<file path="config.mk">
export PLATFORM = sky130hd
export DESIGN_NAME = string_to_int64_parser_top_flat
export DESIGN_NICKNAME = d
export VERILOG_FILES = /design/src/stp_pkg.sv /design/src/stp_intf.sv /design/src/stp_front.sv /design/src/stp_queue.sv /design/src/stp_back.sv /design/src/string_to_int64_parser_top.sv /design/src/flat_wrapper.sv
export SDC_FILE = /design/constraint.sdc
export NUM_CORES = 1
export LEC_CHECK = 0
export BUFFER_PORTS_ARGS = -buffer_cell sky130_fd_sc_hd__clkbuf_2
export CORE_ASPECT_RATIO = 0.8
export CORE_MARGIN = 2
export CORE_UTILIZATION = 23
export CTS_CLUSTER_SIZE = 24
export DETAILED_ROUTE_END_ITERATION = 6
export PLACE_DENSITY = 0.41
export SLEW_MARGIN = 40
export SYNTH_ARGS = -nofsm -noshare
export SYNTH_HDL_FRONTEND = slang
export SYNTH_HIERARCHICAL = 1
export SYNTH_SLANG_ARGS = --single-unit
</file>
<file path="constraint.sdc">
create_clock -name i_clk -period 8.15 [get_ports i_clk]
set_input_delay 0.4075 -clock i_clk [delete_from_list [all_inputs] [get_ports i_clk]]
set_output_delay 0.4075 -clock i_clk [all_outputs]
set_load 0.01 [all_outputs]
</file>
<file path="src/stp_pkg.sv">
// shared types, character codes and class codes for the string to int64 parser
package stp_pkg;

    localparam int CH_W  = 8;
    localparam int VAL_W = 64;
    localparam int CNT_W = 5;
    localparam int CLS_W = 4;
    localparam int DIG_W = 4;

    localparam int QUEUE_DEPTH = 2;

    localparam logic [CNT_W-1:0] DEC_MAX_DIGITS = 5'd21;
    localparam logic [CNT_W-1:0] DEC_CAP        = 5'd22;

    localparam logic [CH_W-1:0] CHAR_NUL   = 8'h00;
    localparam logic [CH_W-1:0] CHAR_ZERO  = 8'h30;
    localparam logic [CH_W-1:0] CHAR_ONE   = 8'h31;
    localparam logic [CH_W-1:0] CHAR_NINE  = 8'h39;
    localparam logic [CH_W-1:0] CHAR_MINUS = 8'h2d;
    localparam logic [CH_W-1:0] CHAR_LO_B  = 8'h62;
    localparam logic [CH_W-1:0] CHAR_UP_B  = 8'h42;
    localparam logic [CH_W-1:0] CHAR_LO_X  = 8'h78;
    localparam logic [CH_W-1:0] CHAR_UP_X  = 8'h58;
    localparam logic [CH_W-1:0] CHAR_LO_A  = 8'h61;
    localparam logic [CH_W-1:0] CHAR_LO_F  = 8'h66;
    localparam logic [CH_W-1:0] CHAR_UP_A  = 8'h41;
    localparam logic [CH_W-1:0] CHAR_UP_F  = 8'h46;

    typedef logic [CLS_W-1:0] t_cls;

    localparam t_cls CL_NUL   = 4'd0;
    localparam t_cls CL_ZERO  = 4'd1;
    localparam t_cls CL_ONE   = 4'd2;
    localparam t_cls CL_DEC   = 4'd3;
    localparam t_cls CL_HEXL  = 4'd4;
    localparam t_cls CL_B     = 4'd5;
    localparam t_cls CL_X     = 4'd6;
    localparam t_cls CL_MINUS = 4'd7;
    localparam t_cls CL_OTHER = 4'd8;

    typedef struct packed {
        t_cls             cls;
        logic [DIG_W-1:0] dig;
    } t_q_item;

    typedef struct packed {
        logic full;
        logic empty;
    } t_q_stat;

endpackage

</file>
<file path="src/stp_intf.sv">
// character and result channel interfaces
interface stp_ch_if import stp_pkg::*; ();
    logic            valid;
    logic            ready;
    logic [CH_W-1:0] ch;

    modport source (output valid, output ch, input ready);
    modport sink   (input valid, input ch, output ready);
endinterface

interface stp_res_if import stp_pkg::*; ();
    logic                    valid;
    logic                    ready;
    logic signed [VAL_W-1:0] value;
    logic                    too_long;

    modport source (output valid, output value, output too_long, input ready);
    modport sink   (input valid, input value, input too_long, output ready);
endinterface

</file>
<file path="src/stp_front.sv">
// front end: accepts characters and classifies them for the queue
module stp_front import stp_pkg::*; (
    stp_ch_if.sink   i_ch,
    input  t_q_stat  i_q_stat,
    output logic     o_push,
    output t_q_item  o_item
);

    function automatic t_q_item classify(input logic [CH_W-1:0] c);
        t_q_item r;
        r.cls = CL_OTHER;
        r.dig = '0;
        if (c == CHAR_NUL) begin
            r.cls = CL_NUL;
        end else if (c == CHAR_ZERO) begin
            r.cls = CL_ZERO;
        end else if (c == CHAR_ONE) begin
            r.cls = CL_ONE;
            r.dig = c[DIG_W-1:0];
        end else if (c > CHAR_ONE && c <= CHAR_NINE) begin
            r.cls = CL_DEC;
            r.dig = c[DIG_W-1:0];
        end else if (c == CHAR_MINUS) begin
            r.cls = CL_MINUS;
        end else if (c == CHAR_LO_B || c == CHAR_UP_B) begin
            r.cls = CL_B;
            r.dig = c[DIG_W-1:0] + 4'd9;
        end else if (c == CHAR_LO_X || c == CHAR_UP_X) begin
            r.cls = CL_X;
        end else if ((c >= CHAR_LO_A && c <= CHAR_LO_F) ||
                     (c >= CHAR_UP_A && c <= CHAR_UP_F)) begin
            r.cls = CL_HEXL;
            r.dig = c[DIG_W-1:0] + 4'd9;
        end
        return r;
    endfunction

    assign i_ch.ready = !i_q_stat.full;
    assign o_push     = i_ch.valid && !i_q_stat.full;
    assign o_item     = classify(i_ch.ch);

endmodule

</file>
<file path="src/stp_queue.sv">
// short queue of classified characters between front and back
module stp_queue import stp_pkg::*; #(
    parameter int DEPTH = QUEUE_DEPTH
) (
    input  logic    i_clk,
    input  logic    i_rst_n,
    input  logic    i_push,
    input  t_q_item i_item,
    input  logic    i_pop,
    output t_q_item o_item,
    output t_q_stat o_stat
);

    localparam int AW = (DEPTH > 1) ? $clog2(DEPTH) : 1;
    localparam int CW = $clog2(DEPTH + 1);
    localparam logic [AW-1:0] LAST = AW'(DEPTH - 1);
    localparam logic [CW-1:0] FULL = CW'(DEPTH);

    t_q_item       r_mem [DEPTH];
    logic [AW-1:0] r_wr_ptr, n_wr_ptr;
    logic [AW-1:0] r_rd_ptr, n_rd_ptr;
    logic [CW-1:0] r_count, n_count;
    logic          do_push, do_pop;

    assign o_stat.full  = (r_count == FULL);
    assign o_stat.empty = (r_count == '0);
    assign o_item       = r_mem[r_rd_ptr];

    assign do_push = i_push && !o_stat.full;
    assign do_pop  = i_pop && !o_stat.empty;

    always_comb begin
        n_wr_ptr = r_wr_ptr;
        n_rd_ptr = r_rd_ptr;
        n_count  = r_count;
        if (do_push) begin
            n_wr_ptr = (r_wr_ptr == LAST) ? '0 : r_wr_ptr + 1'b1;
        end
        if (do_pop) begin
            n_rd_ptr = (r_rd_ptr == LAST) ? '0 : r_rd_ptr + 1'b1;
        end
        if (do_push && !do_pop) begin
            n_count = r_count + 1'b1;
        end else if (do_pop && !do_push) begin
            n_count = r_count - 1'b1;
        end
    end

    always_ff @(posedge i_clk) begin
        if (!i_rst_n) begin
            r_wr_ptr <= '0;
            r_rd_ptr <= '0;
            r_count  <= '0;
        end else begin
            r_wr_ptr <= n_wr_ptr;
            r_rd_ptr <= n_rd_ptr;
            r_count  <= n_count;
        end
    end

    always_ff @(posedge i_clk) begin
        if (do_push) begin
            r_mem[r_wr_ptr] <= i_item;
        end
    end

endmodule

</file>
<file path="src/stp_back.sv">
// back end: parse state machine, accumulator and result register
module stp_back import stp_pkg::*; (
    input  logic       i_clk,
    input  logic       i_rst_n,
    input  t_q_stat    i_q_stat,
    input  t_q_item    i_item,
    output logic       o_pop,
    stp_res_if.source  o_res
);

    localparam logic [2:0] PH_LZ1   = 3'd0;
    localparam logic [2:0] PH_MINUS = 3'd1;
    localparam logic [2:0] PH_LZ2   = 3'd2;
    localparam logic [2:0] PH_BIN   = 3'd3;
    localparam logic [2:0] PH_HEX   = 3'd4;
    localparam logic [2:0] PH_DEC   = 3'd5;
    localparam logic [2:0] PH_DONE  = 3'd6;

    logic [2:0]       r_phase, n_phase;
    logic             r_neg, n_neg;
    logic [VAL_W-1:0] r_acc, n_acc;
    logic [CNT_W-1:0] r_cnt, n_cnt;
    logic             r_o_valid, n_o_valid;
    logic [VAL_W-1:0] r_value, n_value;
    logic             r_too_long, n_too_long;

    logic             is_nul, is_bin, is_dec, is_hex;
    logic             do_choose, do_dec;
    logic [VAL_W-1:0] dig_ext;

    assign is_nul  = (i_item.cls == CL_NUL);
    assign is_bin  = (i_item.cls == CL_ZERO) || (i_item.cls == CL_ONE);
    assign is_dec  = is_bin || (i_item.cls == CL_DEC);
    assign is_hex  = is_dec || (i_item.cls == CL_HEXL) || (i_item.cls == CL_B);
    assign dig_ext = {{(VAL_W-DIG_W){1'b0}}, i_item.dig};

    // a terminator waits while the result register is still occupied
    assign o_pop = !i_q_stat.empty && (!is_nul || !r_o_valid || o_res.ready);

    assign o_res.valid    = r_o_valid;
    assign o_res.value    = r_value;
    assign o_res.too_long = r_too_long;

    always_comb begin
        n_phase    = r_phase;
        n_neg      = r_neg;
        n_acc      = r_acc;
        n_cnt      = r_cnt;
        n_o_valid  = r_o_valid && !o_res.ready;
        n_value    = r_value;
        n_too_long = r_too_long;
        do_choose  = 1'b0;
        do_dec     = 1'b0;

        if (o_pop) begin
            if (is_nul) begin
                n_o_valid = 1'b1;
                if (r_cnt > DEC_MAX_DIGITS) begin
                    n_value    = '0;
                    n_too_long = 1'b1;
                end else begin
                    n_value    = r_neg ? (~r_acc + 1'b1) : r_acc;
                    n_too_long = 1'b0;
                end
                n_phase = PH_LZ1;
                n_neg   = 1'b0;
                n_acc   = '0;
                n_cnt   = '0;
            end else begin
                unique case (r_phase)
                    PH_LZ1: begin
                        if (i_item.cls == CL_MINUS) begin
                            n_neg   = !r_neg;
                            n_phase = PH_MINUS;
                        end else if (i_item.cls != CL_ZERO) begin
                            do_choose = 1'b1;
                        end
                    end
                    PH_MINUS: begin
                        if (i_item.cls == CL_MINUS) begin
                            n_neg = !r_neg;
                        end else if (i_item.cls == CL_ZERO) begin
                            n_phase = PH_LZ2;
                        end else begin
                            do_choose = 1'b1;
                        end
                    end
                    PH_LZ2: begin
                        if (i_item.cls != CL_ZERO) begin
                            do_choose = 1'b1;
                        end
                    end
                    PH_BIN: begin
                        if (is_bin) begin
                            n_acc = {r_acc[VAL_W-2:0], i_item.cls == CL_ONE};
                        end else begin
                            n_phase = PH_DONE;
                        end
                    end
                    PH_HEX: begin
                        if (is_hex) begin
                            n_acc = {r_acc[VAL_W-5:0], i_item.dig};
                        end else begin
                            n_phase = PH_DONE;
                        end
                    end
                    PH_DEC: begin
                        if (is_dec) begin
                            do_dec = 1'b1;
                        end else begin
                            n_phase = PH_DONE;
                        end
                    end
                    default: begin
                    end
                endcase

                if (do_choose) begin
                    if (i_item.cls == CL_B) begin
                        n_phase = PH_BIN;
                    end else if (i_item.cls == CL_X) begin
                        n_phase = PH_HEX;
                    end else if (is_dec) begin
                        n_phase = PH_DEC;
                        do_dec  = 1'b1;
                    end else begin
                        n_phase = PH_DONE;
                    end
                end

                // times ten as shift and add
                if (do_dec && r_cnt < DEC_CAP) begin
                    n_acc = {r_acc[VAL_W-4:0], 3'b000} + {r_acc[VAL_W-2:0], 1'b0} + dig_ext;
                    n_cnt = r_cnt + 1'b1;
                end
            end
        end
    end

    always_ff @(posedge i_clk) begin
        if (!i_rst_n) begin
            r_phase   <= PH_LZ1;
            r_neg     <= 1'b0;
            r_acc     <= '0;
            r_cnt     <= '0;
            r_o_valid <= 1'b0;
        end else begin
            r_phase   <= n_phase;
            r_neg     <= n_neg;
            r_acc     <= n_acc;
            r_cnt     <= n_cnt;
            r_o_valid <= n_o_valid;
        end
    end

    always_ff @(posedge i_clk) begin
        r_value    <= n_value;
        r_too_long <= n_too_long;
    end

endmodule

</file>
<file path="src/string_to_int64_parser_top.sv">
// top level of the streaming string to 64-bit integer parser
// Takes one character per clock while the queue has room and builds a signed 64-bit
// value in base 2, 10 or 16; a NUL transfer emits one result and clears the parse
// state. The front end classifies each character and writes it into a short queue;
// the back end runs the parse state machine and updates the accumulator (times ten as
// shift and add) once per cycle, so the sustained rate is one character per cycle
// unless a NUL waits on a full result register; only a NUL waits, other characters
// keep flowing while a result is held. A NUL passes the queue, then the result register.
module string_to_int64_parser_top import stp_pkg::*; #(
    parameter int QUEUE_DEPTH_P = QUEUE_DEPTH
) (
    input  logic      i_clk,
    input  logic      i_rst_n,
    stp_ch_if.sink    i_ch,
    stp_res_if.source o_res
);

    t_q_stat q_stat;
    t_q_item push_item;
    t_q_item q_item;
    logic    q_push;
    logic    q_pop;

    stp_front u_front (
        .i_ch     (i_ch),
        .i_q_stat (q_stat),
        .o_push   (q_push),
        .o_item   (push_item)
    );

    stp_queue #(
        .DEPTH (QUEUE_DEPTH_P)
    ) u_queue (
        .i_clk   (i_clk),
        .i_rst_n (i_rst_n),
        .i_push  (q_push),
        .i_item  (push_item),
        .i_pop   (q_pop),
        .o_item  (q_item),
        .o_stat  (q_stat)
    );

    stp_back u_back (
        .i_clk    (i_clk),
        .i_rst_n  (i_rst_n),
        .i_q_stat (q_stat),
        .i_item   (q_item),
        .o_pop    (q_pop),
        .o_res    (o_res)
    );

`ifndef NO_ASSERTIONS
    a_too_long_zero: assert property (@(posedge i_clk) disable iff (!i_rst_n)
        (o_res.valid && o_res.too_long) |-> (o_res.value == '0))
        else $error("too_long result with nonzero value");

    a_push_fills: assert property (@(posedge i_clk) disable iff (!i_rst_n)
        (q_stat.empty && q_push) |=> !q_stat.empty)
        else $error("queue still empty after a transfer");

    a_result_from_nul: assert property (@(posedge i_clk) disable iff (!i_rst_n)
        $rose(o_res.valid) |-> $past(q_pop && q_item.cls == CL_NUL))
        else $error("result without a terminator");
`endif

endmodule

</file>
<file path="src/flat_wrapper.sv">
// flat-port wrapper written by rule: the top's interface ports become plain ports
module string_to_int64_parser_top_flat import stp_pkg::*;
#(
    parameter int QUEUE_DEPTH_P = QUEUE_DEPTH
)
  (i_clk, i_rst_n, i_ch_valid, i_ch_ch, i_ch_ready, o_res_valid, o_res_value, o_res_too_long, o_res_ready);
  stp_ch_if i_ch_i ();
  stp_res_if o_res_i ();
  input  logic i_clk;
  input  logic i_rst_n;
  input wire logic [$bits(i_ch_i.valid)-1:0] i_ch_valid;
  input wire logic [$bits(i_ch_i.ch)-1:0] i_ch_ch;
  output wire logic [$bits(i_ch_i.ready)-1:0] i_ch_ready;
  output wire logic [$bits(o_res_i.valid)-1:0] o_res_valid;
  output wire logic [$bits(o_res_i.value)-1:0] o_res_value;
  output wire logic [$bits(o_res_i.too_long)-1:0] o_res_too_long;
  input wire logic [$bits(o_res_i.ready)-1:0] o_res_ready;
  assign i_ch_i.valid = i_ch_valid;
  assign i_ch_i.ch = i_ch_ch;
  assign i_ch_ready = i_ch_i.ready;
  assign o_res_valid = o_res_i.valid;
  assign o_res_value = o_res_i.value;
  assign o_res_too_long = o_res_i.too_long;
  assign o_res_i.ready = o_res_ready;
  string_to_int64_parser_top #(.QUEUE_DEPTH_P(QUEUE_DEPTH_P)) u_core (.i_clk(i_clk), .i_rst_n(i_rst_n), .i_ch(i_ch_i), .o_res(o_res_i));
endmodule
</file>
==> results.txt <==
Starting Density = 23.4%
HP Class = input pin to flip-flop
DRT Pass-1 Iters = 5
Clk slew on worst S/H paths = 80 ps
Max IR drop VDD = 133 µV
Max incr delay on CP = 690 ps
Multi-input logic area = 0.00909 mm²
Cell chain of the critical path = mux2_2, inv_1, fa_1, inv_1, ha_1, a211oi_1, o21ai_0, a211oi_1, o211ai_1, a31o_2, a311oi_1, o21a_1, xnor2_1, a221o_1
Synthesized flop and latch total = 160
Ys flop type = edfxtp_1
Ant. Diodes = 0
Crit-path max FO = 8
GRT Max-Usage Layer = met1
Nets = 1,813
Die Span Y = 222 µm
Minimum clock period = 4630 ps
GRT overflow = 0
Hold violation total from the final report = 0
Seq/Total Area, Yosys = 29.4%
Number of global-route vias before repair = 11,900
Later-pin clock latency in the skew report = 490 ps
Grt met2 use = 20.9%
# port buffers = 78
Initial antenna violation count = 0
Core Area = 0.0584 mm²
Status = complete, no violations
Mapped Avg Cell Area = 8.21 µm²
Post-Syn Instances = 1,664
Post-synth top area share = 17.8%
Reg area = 0.00402 mm²
Max cap viols = 0
Syn Nets = 1,809
CTS Hold Bufs = 0
Final HPWL DP = 33,500 µm
Post-synthesis cell type count = 87
Area growth from synthesis to layout = 11.9%
Num CTS Buffers = 17
Top cells by area, synth = edfxtp_1, ha_1, dfxtp_1
EDFF count, synth = 81
Ports = 79
CP max stage cell = a311oi_1
Post-cts resize count = 0
Crit path DAT = 5000 ps
Mapped Area = 0.0137 mm²
Htree depth = 4
Number of core rows = 79
Slew Viols, Final = 0
Synth area leader = edfxtp_1
Dpl cells = 2,418
Ys Warns = 6
First-pass GRT wire length = 70,500 µm
Clk sinks = 160
RSZ-0062 raised after global routing = false
Top-count cell post-synth = nand2_1
Setup WS post-layout = 3520 ps
Post-Route WL = 44,700 µm
CTS tree = done
Worst slew margin = 49.1%
Fmax = 0.216 GHz
Die X = 276 µm
GP Congestion = 0.882
Clk_skew = 14.7 ps
LEAKAGE = 6.60 nW
Setup TNS = 0 ps
Share of cells above drive strength 1 = 10.6%
Final period util = 56.8%
Starting DRT DRC Count = 966
Wire per inst = 18.3 µm
Die area = 0.0614 mm²
Drt drc = 0
Dpl ws = 3470 ps
Post-synth ARST share = 0%
Via count = 12,400
Mean number of vias per cell = 5.04
Total Routing Usage GR = 14.7%
Slew @ Worst Pin = 759 ps
Largest net degree at the start of global routing = 66
Longest Clk Path Bufs = 2
Post-CTS Setup Inserts = 0
Pwr dens = 156 mW/mm²
Root Buffer Master = clkbuf_16
Finished Layout Cells = 2,450
Final ANT Viol Nets = 0
Met1 usage = 21.8%
Required time worst endpoint = 8530 ps
M3 GR Usage = 3.02%
Worst setup EP type = flip-flop
Critical Path Start Type = flip-flop
# setup viols final = 0
Layout filler cell count = 6,318
Most frequent cells after synthesis = nand2_1, nor2_1, ha_1
CP Class = flip-flop to flip-flop
routing by layer:
metal / up-vias / part of all wire, %
met2: 284 / 40
met5: - / 0
met1: 5951 / 52
met3: 45 / 5.4
li1: 6079 / -
met4: 0 / 2.0
where the power goes:
| group | switching [mW] | total [mW] | internal [mW] | leakage (nW) |
|---|---|---|---|---|
| clock network | 0.391 | 0.791 | 0.400 | 0.274 |
| registers | 0.0517 | 0.952 | 0.900 | 1.35 |
| logic | 0.448 | 0.638 | 0.190 | 4.97 |
| total | 0.890 | 2.38 | 1.49 | 6.60 |
placed cells by master, fill, tap and decap left out, drive strengths merged, types with 31 or more instances in the layout:
cell and instances:
a21o 41, nand2 259, dfxtp 79, o21ai 99, nand3 35, xor2 87, ha 131, nand4 31
edfxtp 81, nor2 143, xnor2 40, a21oi 113, inv 40, clkbuf 96, o211ai 32
worst max-delay path, delay by kind of cell (launching register included):
kind	cells	cell delay, ps
AOI/OAI and AO/OA	8	2650
buffers and inverters	2	210
xor gates and xnor gates	1	80
adders and majority gates	2	650
muxes	1	380
DFF	1	550
cells by family (layout without fill, tap and decap cells):
| group | count (synthesis) | after routing | share of synthesized area [%] |
|---|---|---|---|
| AND/OR/NAND/NOR | 605 | 605 | 20.9 |
| AO/OA/AOI/OAI | 476 | 476 | 23.4 |
| flip-flops | 160 | 160 | 29.4 |
| buffers and inverters | 144 | 161 | 4.41 |
| adder cells (fa/ha/maj) | 133 | 133 | 12.3 |
| XOR/XNOR | 127 | 127 | 8.14 |
| multiplexers | 19 | 19 | 1.47 |
registers in the layout, indices dropped and copies added, names as in the netlist, 2 cells and up, named ones only:
| name | count |
|---|---|
| u_core/u_back/r_phase | 3 |
| u_core/u_back/o_res.value | 64 |
| u_core/u_queue/r_mem | 16 |
| u_core/u_back/r_cnt | 5 |
| u_core/u_back/r_acc | 64 |
| u_core/u_queue/r_count | 2 |
worst paths after layout:
path,end,cells after the start,slack [ps],from
worst max register to register,u_core/u_back/r_acc[53],14,3520,flip-flop
worst max-delay path,u_core/u_back/r_acc[53],14,3520,flip-flop
worst min register to register,u_core/u_back/r_cnt[4],2,510,u_core/u_back/r_cnt[4]
worst min-delay path,u_core/u_back/o_res.valid,3,290,o_res_ready
layout make-up:
type | count | area share [%]
multi-input cells | 1360 | 59.5
flip-flops and latches | 160 | 26.3
well taps | 769 | 6.29
repair buffers | 96 | 3.54
clock buffers | 18 | 2.81
clock inverters | 14 | 0.827
inverters | 33 | 0.810
through the flow:
stage | total power [mW] | hold slack (ps) | util [%] | cell area, µm²
floorplan | 1.40 | 455 | - | 13700
global placement | 1.60 | 491 | 25.2 | 14700
detailed placement | 1.61 | 497 | 25.2 | 14700
CTS | 2.41 | 264 | 26.2 | 15300
global route | 2.51 | 299 | 26.2 | 15300
finish | 2.38 | 291 | 26.2 | 15300
Note: power is estimated with default switching activity, not from simulation.
